<file path="config.mk">
export PLATFORM = sky130hd
export DESIGN_NAME = cocktail_shaker_sorter_top
export DESIGN_NICKNAME = d
export VERILOG_FILES = /design/src/rtl/css_pkg.sv /design/src/rtl/cocktail_shaker_sorter_top.sv
export VERILOG_INCLUDE_DIRS = /design/src /design/src/rtl
export SDC_FILE = /design/constraint.sdc
export NUM_CORES = 1
export LEC_CHECK = 0
export BUFFER_PORTS_ARGS = -buffer_cell sky130_fd_sc_hd__buf_2
export CORE_ASPECT_RATIO = 0.8
export CORE_UTILIZATION = 50
export CTS_BUF_LIST = sky130_fd_sc_hd__clkbuf_4
export DETAILED_ROUTE_END_ITERATION = 10
export GPL_ROUTABILITY_DRIVEN = 0
export PLACE_DENSITY_LB_ADDON = 0.08
export SYNTH_ARGS = -nofsm -noshare
export SYNTH_HDL_FRONTEND = slang
export SYNTH_SLANG_ARGS = --single-unit
export TNS_END_PERCENT = 1
</file>
<file path="constraint.sdc">
create_clock -name clk -period 15.5 [get_ports clk]
set_clock_uncertainty 0.2 [all_clocks]
set_input_delay 3.1 -clock clk [delete_from_list [all_inputs] [get_ports clk]]
set_output_delay 3.1 -clock clk [all_outputs]
set_load 0.01 [all_outputs]
</file>
<file path="src/rtl/cocktail_shaker_sorter_top_defines.svh">
// ----------------------------------------------------------------------------
// cocktail shaker sorter assertion macros
// shared property forms for the sorter rtl, compiled out with NO_ASSERTIONS
// ----------------------------------------------------------------------------
`ifndef COCKTAIL_SHAKER_SORTER_TOP_DEFINES_SVH
`define COCKTAIL_SHAKER_SORTER_TOP_DEFINES_SVH

`ifndef NO_ASSERTIONS
// same-cycle implication, checked on every rising clk edge outside reset
`define CSS_ASSERT_NOW(lbl, ante, cons) \
    lbl: assert property (@(posedge clk) disable iff (!rst_n) (ante) |-> (cons)) \
        else $error("sorter assertion failed");
// next-cycle implication
`define CSS_ASSERT_NEXT(lbl, ante, cons) \
    lbl: assert property (@(posedge clk) disable iff (!rst_n) (ante) |=> (cons)) \
        else $error("sorter assertion failed");
`else
`define CSS_ASSERT_NOW(lbl, ante, cons)
`define CSS_ASSERT_NEXT(lbl, ante, cons)
`endif

`endif

</file>
<file path="src/rtl/css_pkg.sv">
// ----------------------------------------------------------------------------
// css_pkg
// sizes and sequencer state codes of the cocktail shaker sorter
// ----------------------------------------------------------------------------
`timescale 1ns / 1ps
`default_nettype none

package css_pkg;

    // capacity of the element store
    localparam int MAX_ITEMS = 32;
    localparam int IDX_W     = $clog2(MAX_ITEMS);
    localparam int CNT_W     = $clog2(MAX_ITEMS + 1);
    localparam int DATA_W    = 32;

    // sequencer states, one-hot
    typedef enum logic [10:0] {
        ST_LOAD      = 11'b000_0000_0001,
        ST_FWD_FETCH = 11'b000_0000_0010,
        ST_FWD_CARRY = 11'b000_0000_0100,
        ST_FWD_CMP   = 11'b000_0000_1000,
        ST_FWD_END   = 11'b000_0001_0000,
        ST_BWD_FETCH = 11'b000_0010_0000,
        ST_BWD_CARRY = 11'b000_0100_0000,
        ST_BWD_CMP   = 11'b000_1000_0000,
        ST_BWD_END   = 11'b001_0000_0000,
        ST_EMIT_RD   = 11'b010_0000_0000,
        ST_EMIT_WR   = 11'b100_0000_0000
    } css_state_t;

endpackage

`default_nettype wire

</file>
<file path="src/rtl/cocktail_shaker_sorter_top.sv">
// ----------------------------------------------------------------------------
// cocktail_shaker_sorter_top
// loads signed values, sorts them ascending with shaker passes, emits in order
// ----------------------------------------------------------------------------
// Values are loaded one per cycle into a 32-entry store until a transfer
// marked last_item; values beyond capacity are dropped and every result of
// that set shows overflowed. The block then stops taking input while the
// compare logic walks the store in forward and backward passes over [lo,hi],
// one compare-and-write per cycle on the single write port of the store,
// and stops early after a forward pass with no swap. Each result is emitted
// by a store read, then a load of the output register, held while out_stall
// blocks a waiting result; after the final one the block takes the next set,
// even while the final result still waits in the output register. Equal
// values keep their order.
`timescale 1ns / 1ps
`default_nettype none

`include "cocktail_shaker_sorter_top_defines.svh"

module cocktail_shaker_sorter_top (
    input  wire logic                             clk,
    input  wire logic                             rst_n,
    input  wire logic                             in_valid,
    output logic                                  in_stall,
    input  wire logic signed [css_pkg::DATA_W-1:0] value,
    input  wire logic                             last_item,
    output logic                                  out_valid,
    input  wire logic                             out_stall,
    output logic signed [css_pkg::DATA_W-1:0]     sorted_value,
    output logic                                  last_result,
    output logic                                  overflowed
);

    import css_pkg::*;

    // element store and its registered read
    logic signed [DATA_W-1:0] mem [MAX_ITEMS];
    logic signed [DATA_W-1:0] rd_data_reg;
    logic                     rd_en;
    logic [IDX_W-1:0]         rd_addr;
    logic                     wr_en;
    logic [IDX_W-1:0]         wr_addr;
    logic signed [DATA_W-1:0] wr_data;

    // sequencer registers
    css_state_t               state_reg, state_next;
    logic [CNT_W-1:0]         count_reg, count_next;
    logic                     ovf_reg, ovf_next;
    logic [IDX_W-1:0]         lo_reg, lo_next;
    logic [IDX_W-1:0]         hi_reg, hi_next;
    logic [IDX_W-1:0]         idx_reg, idx_next;
    logic [IDX_W-1:0]         k_reg, k_next;
    logic signed [DATA_W-1:0] carry_reg, carry_next;
    logic                     swapped_reg, swapped_next;

    // output register
    logic                     out_valid_reg, out_valid_next;
    logic signed [DATA_W-1:0] out_value_reg;
    logic                     out_last_reg;
    logic                     out_ovf_reg;
    logic                     out_load;

    logic                     in_xfer;
    logic [CNT_W-1:0]         load_count;
    logic                     fwd_swap;
    logic                     bwd_swap;
    logic                     emit_last;

    assign in_stall     = (state_reg != ST_LOAD);
    assign in_xfer      = in_valid && !in_stall;
    assign out_valid    = out_valid_reg;
    assign sorted_value = out_value_reg;
    assign last_result  = out_last_reg;
    assign overflowed   = out_ovf_reg;

    // compare logic, a separate comparison for each pass direction
    assign fwd_swap  = (carry_reg > rd_data_reg);
    assign bwd_swap  = (rd_data_reg > carry_reg);
    assign emit_last = (CNT_W'(k_reg) + CNT_W'(1)) == count_reg;

    // store count after the current load transfer
    assign load_count = (count_reg < CNT_W'(MAX_ITEMS)) ? count_reg + CNT_W'(1) : count_reg;

    // sequencer next state
    always_comb
    begin
        state_next     = state_reg;
        count_next     = count_reg;
        ovf_next       = ovf_reg;
        lo_next        = lo_reg;
        hi_next        = hi_reg;
        idx_next       = idx_reg;
        k_next         = k_reg;
        carry_next     = carry_reg;
        swapped_next   = swapped_reg;
        rd_en          = 1'b0;
        rd_addr        = idx_reg;
        wr_en          = 1'b0;
        wr_addr        = idx_reg;
        wr_data        = carry_reg;
        out_load       = 1'b0;

        unique case (state_reg)
            ST_LOAD:
            begin
                k_next = '0;
                if (in_xfer)
                begin
                    if (count_reg < CNT_W'(MAX_ITEMS))
                    begin
                        wr_en   = 1'b1;
                        wr_addr = count_reg[IDX_W-1:0];
                        wr_data = value;
                    end
                    else
                    begin
                        ovf_next = 1'b1;
                    end
                    count_next = load_count;
                    if (last_item)
                    begin
                        lo_next = '0;
                        hi_next = IDX_W'(load_count - CNT_W'(1));
                        if (load_count < CNT_W'(2))
                            state_next = ST_EMIT_RD;
                        else
                            state_next = ST_FWD_FETCH;
                    end
                end
            end
            ST_FWD_FETCH:
            begin
                rd_en      = 1'b1;
                rd_addr    = lo_reg;
                idx_next   = lo_reg;
                state_next = ST_FWD_CARRY;
            end
            ST_FWD_CARRY:
            begin
                carry_next   = rd_data_reg;
                swapped_next = 1'b0;
                rd_en        = 1'b1;
                rd_addr      = idx_reg + IDX_W'(1);
                state_next   = ST_FWD_CMP;
            end
            ST_FWD_CMP:
            begin
                // larger value travels up in the carry register
                wr_en   = 1'b1;
                wr_addr = idx_reg;
                wr_data = fwd_swap ? rd_data_reg : carry_reg;
                if (!fwd_swap)
                    carry_next = rd_data_reg;
                if (fwd_swap)
                    swapped_next = 1'b1;
                idx_next = idx_reg + IDX_W'(1);
                if ((idx_reg + IDX_W'(1)) == hi_reg)
                begin
                    state_next = ST_FWD_END;
                end
                else
                begin
                    rd_en   = 1'b1;
                    rd_addr = idx_reg + IDX_W'(2);
                end
            end
            ST_FWD_END:
            begin
                wr_en   = 1'b1;
                wr_addr = hi_reg;
                wr_data = carry_reg;
                hi_next = hi_reg - IDX_W'(1);
                if (!swapped_reg)
                    state_next = ST_EMIT_RD;
                else if ((hi_reg - IDX_W'(1)) > lo_reg)
                    state_next = ST_BWD_FETCH;
                else
                    state_next = ST_EMIT_RD;
            end
            ST_BWD_FETCH:
            begin
                rd_en      = 1'b1;
                rd_addr    = hi_reg;
                idx_next   = hi_reg;
                state_next = ST_BWD_CARRY;
            end
            ST_BWD_CARRY:
            begin
                carry_next = rd_data_reg;
                rd_en      = 1'b1;
                rd_addr    = idx_reg - IDX_W'(1);
                state_next = ST_BWD_CMP;
            end
            ST_BWD_CMP:
            begin
                // smaller value travels down in the carry register
                wr_en   = 1'b1;
                wr_addr = idx_reg;
                wr_data = bwd_swap ? rd_data_reg : carry_reg;
                if (!bwd_swap)
                    carry_next = rd_data_reg;
                idx_next = idx_reg - IDX_W'(1);
                if ((idx_reg - IDX_W'(1)) == lo_reg)
                begin
                    state_next = ST_BWD_END;
                end
                else
                begin
                    rd_en   = 1'b1;
                    rd_addr = idx_reg - IDX_W'(2);
                end
            end
            ST_BWD_END:
            begin
                wr_en   = 1'b1;
                wr_addr = lo_reg;
                wr_data = carry_reg;
                lo_next = lo_reg + IDX_W'(1);
                if ((lo_reg + IDX_W'(1)) < hi_reg)
                    state_next = ST_FWD_FETCH;
                else
                    state_next = ST_EMIT_RD;
            end
            ST_EMIT_RD:
            begin
                rd_en      = 1'b1;
                rd_addr    = k_reg;
                state_next = ST_EMIT_WR;
            end
            ST_EMIT_WR:
            begin
                if (!out_valid_reg || !out_stall)
                begin
                    out_load = 1'b1;
                    k_next   = k_reg + IDX_W'(1);
                    if (emit_last)
                    begin
                        count_next = '0;
                        ovf_next   = 1'b0;
                        state_next = ST_LOAD;
                    end
                    else
                    begin
                        state_next = ST_EMIT_RD;
                    end
                end
            end
            default:
            begin
                state_next = ST_LOAD;
            end
        endcase
    end

    // output handshake
    always_comb
    begin
        out_valid_next = out_valid_reg;
        if (out_valid_reg && !out_stall)
            out_valid_next = 1'b0;
        if (out_load)
            out_valid_next = 1'b1;
    end

    // control registers
    always_ff @(posedge clk or negedge rst_n)
    begin
        if (!rst_n)
        begin
            state_reg     <= ST_LOAD;
            count_reg     <= '0;
            ovf_reg       <= 1'b0;
            out_valid_reg <= 1'b0;
        end
        else
        begin
            state_reg     <= state_next;
            count_reg     <= count_next;
            ovf_reg       <= ovf_next;
            out_valid_reg <= out_valid_next;
        end
    end

    // datapath registers
    always_ff @(posedge clk)
    begin
        lo_reg      <= lo_next;
        hi_reg      <= hi_next;
        idx_reg     <= idx_next;
        k_reg       <= k_next;
        carry_reg   <= carry_next;
        swapped_reg <= swapped_next;
        if (out_load)
        begin
            out_value_reg <= rd_data_reg;
            out_last_reg  <= emit_last;
            out_ovf_reg   <= ovf_reg;
        end
    end

    // store write and registered read
    always_ff @(posedge clk)
    begin
        if (wr_en)
            mem[wr_addr] <= wr_data;
        if (rd_en)
            rd_data_reg <= mem[rd_addr];
    end

    // checks on the sequencer
    `CSS_ASSERT_NOW(a_count_bound, 1'b1, count_reg <= CNT_W'(MAX_ITEMS))
    `CSS_ASSERT_NOW(a_fwd_in_range, state_reg == ST_FWD_CMP, idx_reg < hi_reg)
    `CSS_ASSERT_NOW(a_bwd_in_range, state_reg == ST_BWD_CMP, idx_reg > lo_reg)
    `CSS_ASSERT_NOW(a_out_from_emit, $rose(out_valid_reg), $past(state_reg == ST_EMIT_WR))
    `CSS_ASSERT_NEXT(a_last_frees_input, out_load && emit_last, state_reg == ST_LOAD)

endmodule

`default_nettype wire
</file>
Word level (Yosys, flattened, before mapping)
Memories as Yosys holds them, arrays and structs flattened. A register that Yosys moved wholly into a read port is not among the register bits.
Index checks and enable logic that the tools add are counted.
- add/sub/neg operators: 10
- $lt $le $gt $ge: 6
- equal/unequal tests: 25
- multiplexer cells: 58
- reduce and logical (&&, ||, !) cells: 24
- operator list (cell ; count):
    32-bit two-way mux ; 6
    32-bit one-hot mux with 3 select lines ; 2
    11-bit one-hot mux with 11 select lines ; 1
    32-bit greater-than comparator ; 2
    11-bit two-way mux ; 5
    10-bit two-way mux ; 5
    5-bit two-way mux ; 9
    5-bit one-hot mux with 7 select lines ; 1
    5-bit one-hot mux with 2 select lines ; 3
    6-bit two-way mux ; 4
    2-bit != test, second input constant ; 10
    5-bit one-hot mux with 4 select lines ; 1
    5-bit by 1-bit adder with 5-bit output, second input constant ; 3
    1-bit two-way mux ; 15
    5-bit one-hot mux with 3 select lines ; 1
    5-bit by 1-bit subtractor with 5-bit output, second input constant ; 3
    6-bit one-hot mux with 2 select lines ; 1
    11-bit by 1-bit == test with 1-bit output, second input constant ; 1
    11-bit by 10-bit == test with 1-bit output, second input constant ; 1
    11-bit == test, second input constant ; 1
    11-bit by 2-bit == test with 1-bit output, second input constant ; 1
    11-bit by 3-bit == test with 1-bit output, second input constant ; 1
    11-bit by 4-bit == test with 1-bit output, second input constant ; 1
    11-bit by 5-bit == test with 1-bit output, second input constant ; 1
    other kinds (30) ; 44
- register bits: 106
- RAM bits: 1024
- output and inout port bits: 36
- word-level logic and storage cells: 137
- memories kept: 1
- memory list (name ; depth ; width ; read ports ; clocked after memory_dff ; write ports ; line ; source):
    mem ; 32 ; 32 ; 1 ; 1 ; 1 ; cocktail_shaker_sorter_top.sv:37 ; logic signed [DATA_W-1:0] mem [MAX_ITEMS];

Depth between registers and ports, before layout
- depth in word-level cells: 7
- depth in mapped cells: 16

Least setup slack after synthesis
Ideal clock, no wire load.
- path kind: in2reg
- start: input in_valid
- end: memory mem[17][0], enable pin
- arrival time: 5.916 ns
- slack: 8.963 ns
- stages on the path: 8
- path buffers: 1
- cells stage by stage: nand2_1 > nor2_1 > buf_2 > a222oi_1 > a21boi_0 > nor2b_1 > nand3_1 > nor2_1
- cells in the longest elaborated chain, start to end: 5
- elaborated cells on any way between the ends: 7
- ends and longest elaborated chain (what ; line ; source):
    start: declaration ; cocktail_shaker_sorter_top.sv:23 ; input wire logic in_valid,
    1-bit logical AND * ; cocktail_shaker_sorter_top.sv:70 ; assign in_xfer = in_valid && !in_stall;
    1-bit two-way mux ; cocktail_shaker_sorter_top.sv:107 ; if (in_xfer)
    1-bit one-hot mux with 2 select lines ; cocktail_shaker_sorter_top.sv:103 ; unique case (state_reg)
    1-bit two-way mux ; cocktail_shaker_sorter_top.sv:304 ; if (wr_en)
    1-bit two-way mux (implied by the code) ; cocktail_shaker_sorter_top.sv:305 ; mem[wr_addr] <= wr_data;
    end: declaration ; cocktail_shaker_sorter_top.sv:37 ;
Mark *: on every way between the ends. The rest lies on a longest branch, timed or not.

Worst setup path in the final report
- start: register state_reg[4]
- end: output in_stall
- cells in the longest elaborated chain, start to end: 1
- ends and longest elaborated chain (what ; line ; source):
    start: declaration ; cocktail_shaker_sorter_top.sv:46 ; css_state_t state_reg, state_next;
    start signal: assignment ; cocktail_shaker_sorter_top.sv:277 ; state_reg <= state_next;
    11-bit by 1-bit != test with 1-bit output ; cocktail_shaker_sorter_top.sv:69 ; assign in_stall = (state_reg != ST_LOAD);
    end: declaration ; cocktail_shaker_sorter_top.sv:24 ; output logic in_stall,
Every way passes these cells.

==> impl_metrics.toml <==
[cts]
postCtsResizedCells = 0
cts_tree = "built"
htree_levels = 5
cts_sinks = 1162
hold_buffers = 0
clk_latency_ns = 1.21
cts_buffers = 305
cts_buffer_depth = 4
ctsRootBufferMaster = "clkbuf_4"
clk_pin_slew_ns = 0.07
cts_setup_buffers = 0

[detailed_routing]
wl_met3_um = 9540
first_pass_iters = 6
route.met2.wl_um = 62400
wl_um = 133000
wl_met1_um = 58300
wl_per_cell_um = 24.5
vias_per_cell = 5.89
vias = 32000
top_layer = "met4"
drtAntennaViolNets = 0
drc = 0
drtIter0Drc = 3344

[worst_setup_path]
worst_ep_required_time_ns = 12.20
worstSetupPathType = "reg -> out"
crit_chain = "or4_1 -> nor2_4 -> and4_1 -> clkinv_1 -> buf_2"
reg2reg_from = "state_reg[4]"
crit_path_top_delay_cell = "or4_1"
arrival_ns = 3.52
worstSetupStartpoint = "state_reg[4]"
critPathBufInv = 2
critPathMaxFanout = 9
worst_path_dominant_cell_family = "simple AND/OR/NAND/NOR gates"
cp-start-kind = "flop"
worstSetupEndpointType = "output port"
cpPeakStageDelay_ns = 0.76

[sta]
setup_violations = 0
min_period_ns = 6.82
slew_headroom = 0.137
finalWorstSetupSlack_ns = 8.68
hold_violations = 0
max_freq_ghz = 0.147
setup_tns_ns = 0
finalCritPeriodShare = 0.440
tightest_slew_ns = 1.29
slew_viol_final = 0
grt_setup_unrepaired = "false"

[placed_design]
hpwl_um = 77300
place_ws_ns = 8.18
port_buffers = 72

[pwr]
irDropWorstVdd_uv = 118
powerDensity_nw_per_um2 = 175
p_leak_uw = 0.0191
p_total_uw = 9380

[job]
max_cap_violations = 0

[grt]
overflow = 0
antenna_found_initial = 3
grt_pass1_vias = 31200
grt_max_degree = 161
grt_pass1_wl_um = 198000
grt_usage = 0.274

[final_layout]
fill_cells = 7892
largest_register_ffs = 1024
ff_latch_area_um2 = 34800
multi_input_area_um2 = 12700
syn2layout_area_growth_pct = 10.8
final_net_count = 4055
top_register = "mem"
drive_gt1_frac = 0.167

[die]
coreArea_um2 = 95500
ioPinCount = 73
die-width_um = 350
fp-row-count = 101
die_y_um = 281
dieArea_um2 = 98300
initial_core_util = 0.508

[synthesis]
syn_inst = 3764
ys_warn_count = 0
synth_seq_area_share = 0.718
synth_top_flop_cell = "edfxtp_1"
ys_ff_latch = 1162
syn_nets = 3852
yosysUniqueCellTypes = 78
async_flop_share = 0.0164
postSynthAreaPerCell_um2 = 12.9
synth-edff-count = 1143
synth_area_um2 = 48500

[outcome]
status = "finished, final reports clean"

[hold_path]
min_from = "ovf_reg"
hp-class = "reg -> reg"
[cells in the mapped netlist (38+ instances only)]
| master | count | share of area |
|---|---|---|
| a21oi_1 | 38 | 0.0039 |
| a311oi_1 | 63 | 0.011 |
| a31oi_1 | 97 | 0.013 |
| a32oi_1 | 63 | 0.011 |
| and3_1 | 130 | 0.017 |
| buf_2 | 92 | 0.0095 |
| clkbuf_1 | 119 | 0.0092 |
| edfxtp_1 | 1143 | 0.71 |
| ha_1 | 51 | 0.013 |
| inv_1 | 59 | 0.0046 |
| nand2_1 | 1061 | 0.082 |
| nand3_1 | 370 | 0.038 |
| nor2_1 | 70 | 0.0054 |
| nor2b_1 | 45 | 0.0058 |
[per-stage QoR]
| stage | hold slack (ns) | area, µm² | utilization | std cells |
|---|---|---|---|---|
| 3_5_place_dp | 0.242 | 50200 | 0.526 | 4947 |
| 6_report | 0.257 | 53800 | 0.563 | 5428 |
| 3_3_place_gp | 0.233 | 50200 | 0.526 | 4947 |
| 2_1_floorplan | 0.219 | 48500 | - | 3764 |
| 4_1_cts | 0.258 | 53700 | 0.562 | 5418 |
| 5_1_grt | 0.272 | 53700 | 0.563 | 5426 |
[report_power, final]
part	switching, µW	internal (µW)
logic	2110	738
registers	113	3930
clock network	1170	1320
total	3390	5990
[worst paths after layout]
path                       cells past startpoint              to  slack, ns
max                                            5        in_stall       8.68
min                                            0      overflowed       0.26
max reg2reg                                   11  rd_data_reg[5]       8.71
min reg2reg                                    0      overflowed       0.26
max in group asynchronous                      1    state_reg[0]      13.10
min in group asynchronous                      1    state_reg[6]       1.65
[layer usage]
metal / global-route usage / vias to the layer above
met5: 0 / -
met4: 0.0895 / 0
met3: 0.0534 / 195
met2: 0.426 / 1347
met1: 0.389 / 15900
li1: - / 14500
[placed cells by master, fill, tap and decap left out, types with 34 or more instances in the layout]
| cell type | n |
|---|---|
| inv_1 | 59 |
| a211oi_2 | 34 |
| a311oi_1 | 63 |
| nor2_1 | 36 |
| a32oi_1 | 63 |
| nor2_4 | 36 |
| nand2_1 | 1061 |
| nor2b_1 | 45 |
| clkbuf_4 | 422 |
| a21oi_1 | 37 |
| edfxtp_1 | 1143 |
| clkinv_1 | 36 |
| and3_1 | 129 |
| nand3_1 | 369 |
| ha_1 | 51 |
| buf_4 | 64 |
| a31oi_1 | 97 |
| buf_2 | 72 |
[area by class of cell]
cell class	instances	share of cell area
Antenna cell	10	0.000466
Clock buffer	422	0.0589
Clock inverter	49	0.00601
Inverter	60	0.00419
Multi-Input combinational cell	2301	0.237
Sequential cell	1162	0.647
Tap cell	1287	0.0300
Timing Repair Buffer	137	0.0160
[worst register-to-register path: stages (launching register included)]
cell and delay [ns]:
dfrtp_1 0.48, nor4_2 0.59, nand4_1 0.76, a31oi_1 0.65
a2111o_1 0.27, o211a_4 0.66, buf_12 0.58, buf_4 1.12
and3_1 0.39, a311oi_1 0.06, a311oi_1 0.60, a211oi_2 0.14
[logic make-up after synthesis]
family,count (synthesis),synth area share
and+or+nand+nor,1768,0.162
DFF,1162,0.718
AOI/OAI and AO/OA,439,0.0717
buffers and inverters,301,0.0272
adders and majority gates,51,0.0132
xor gates and xnor gates,38,0.00774
muxes,5,0.00106
No activity file was read; power rests on OpenSTA's default activity.
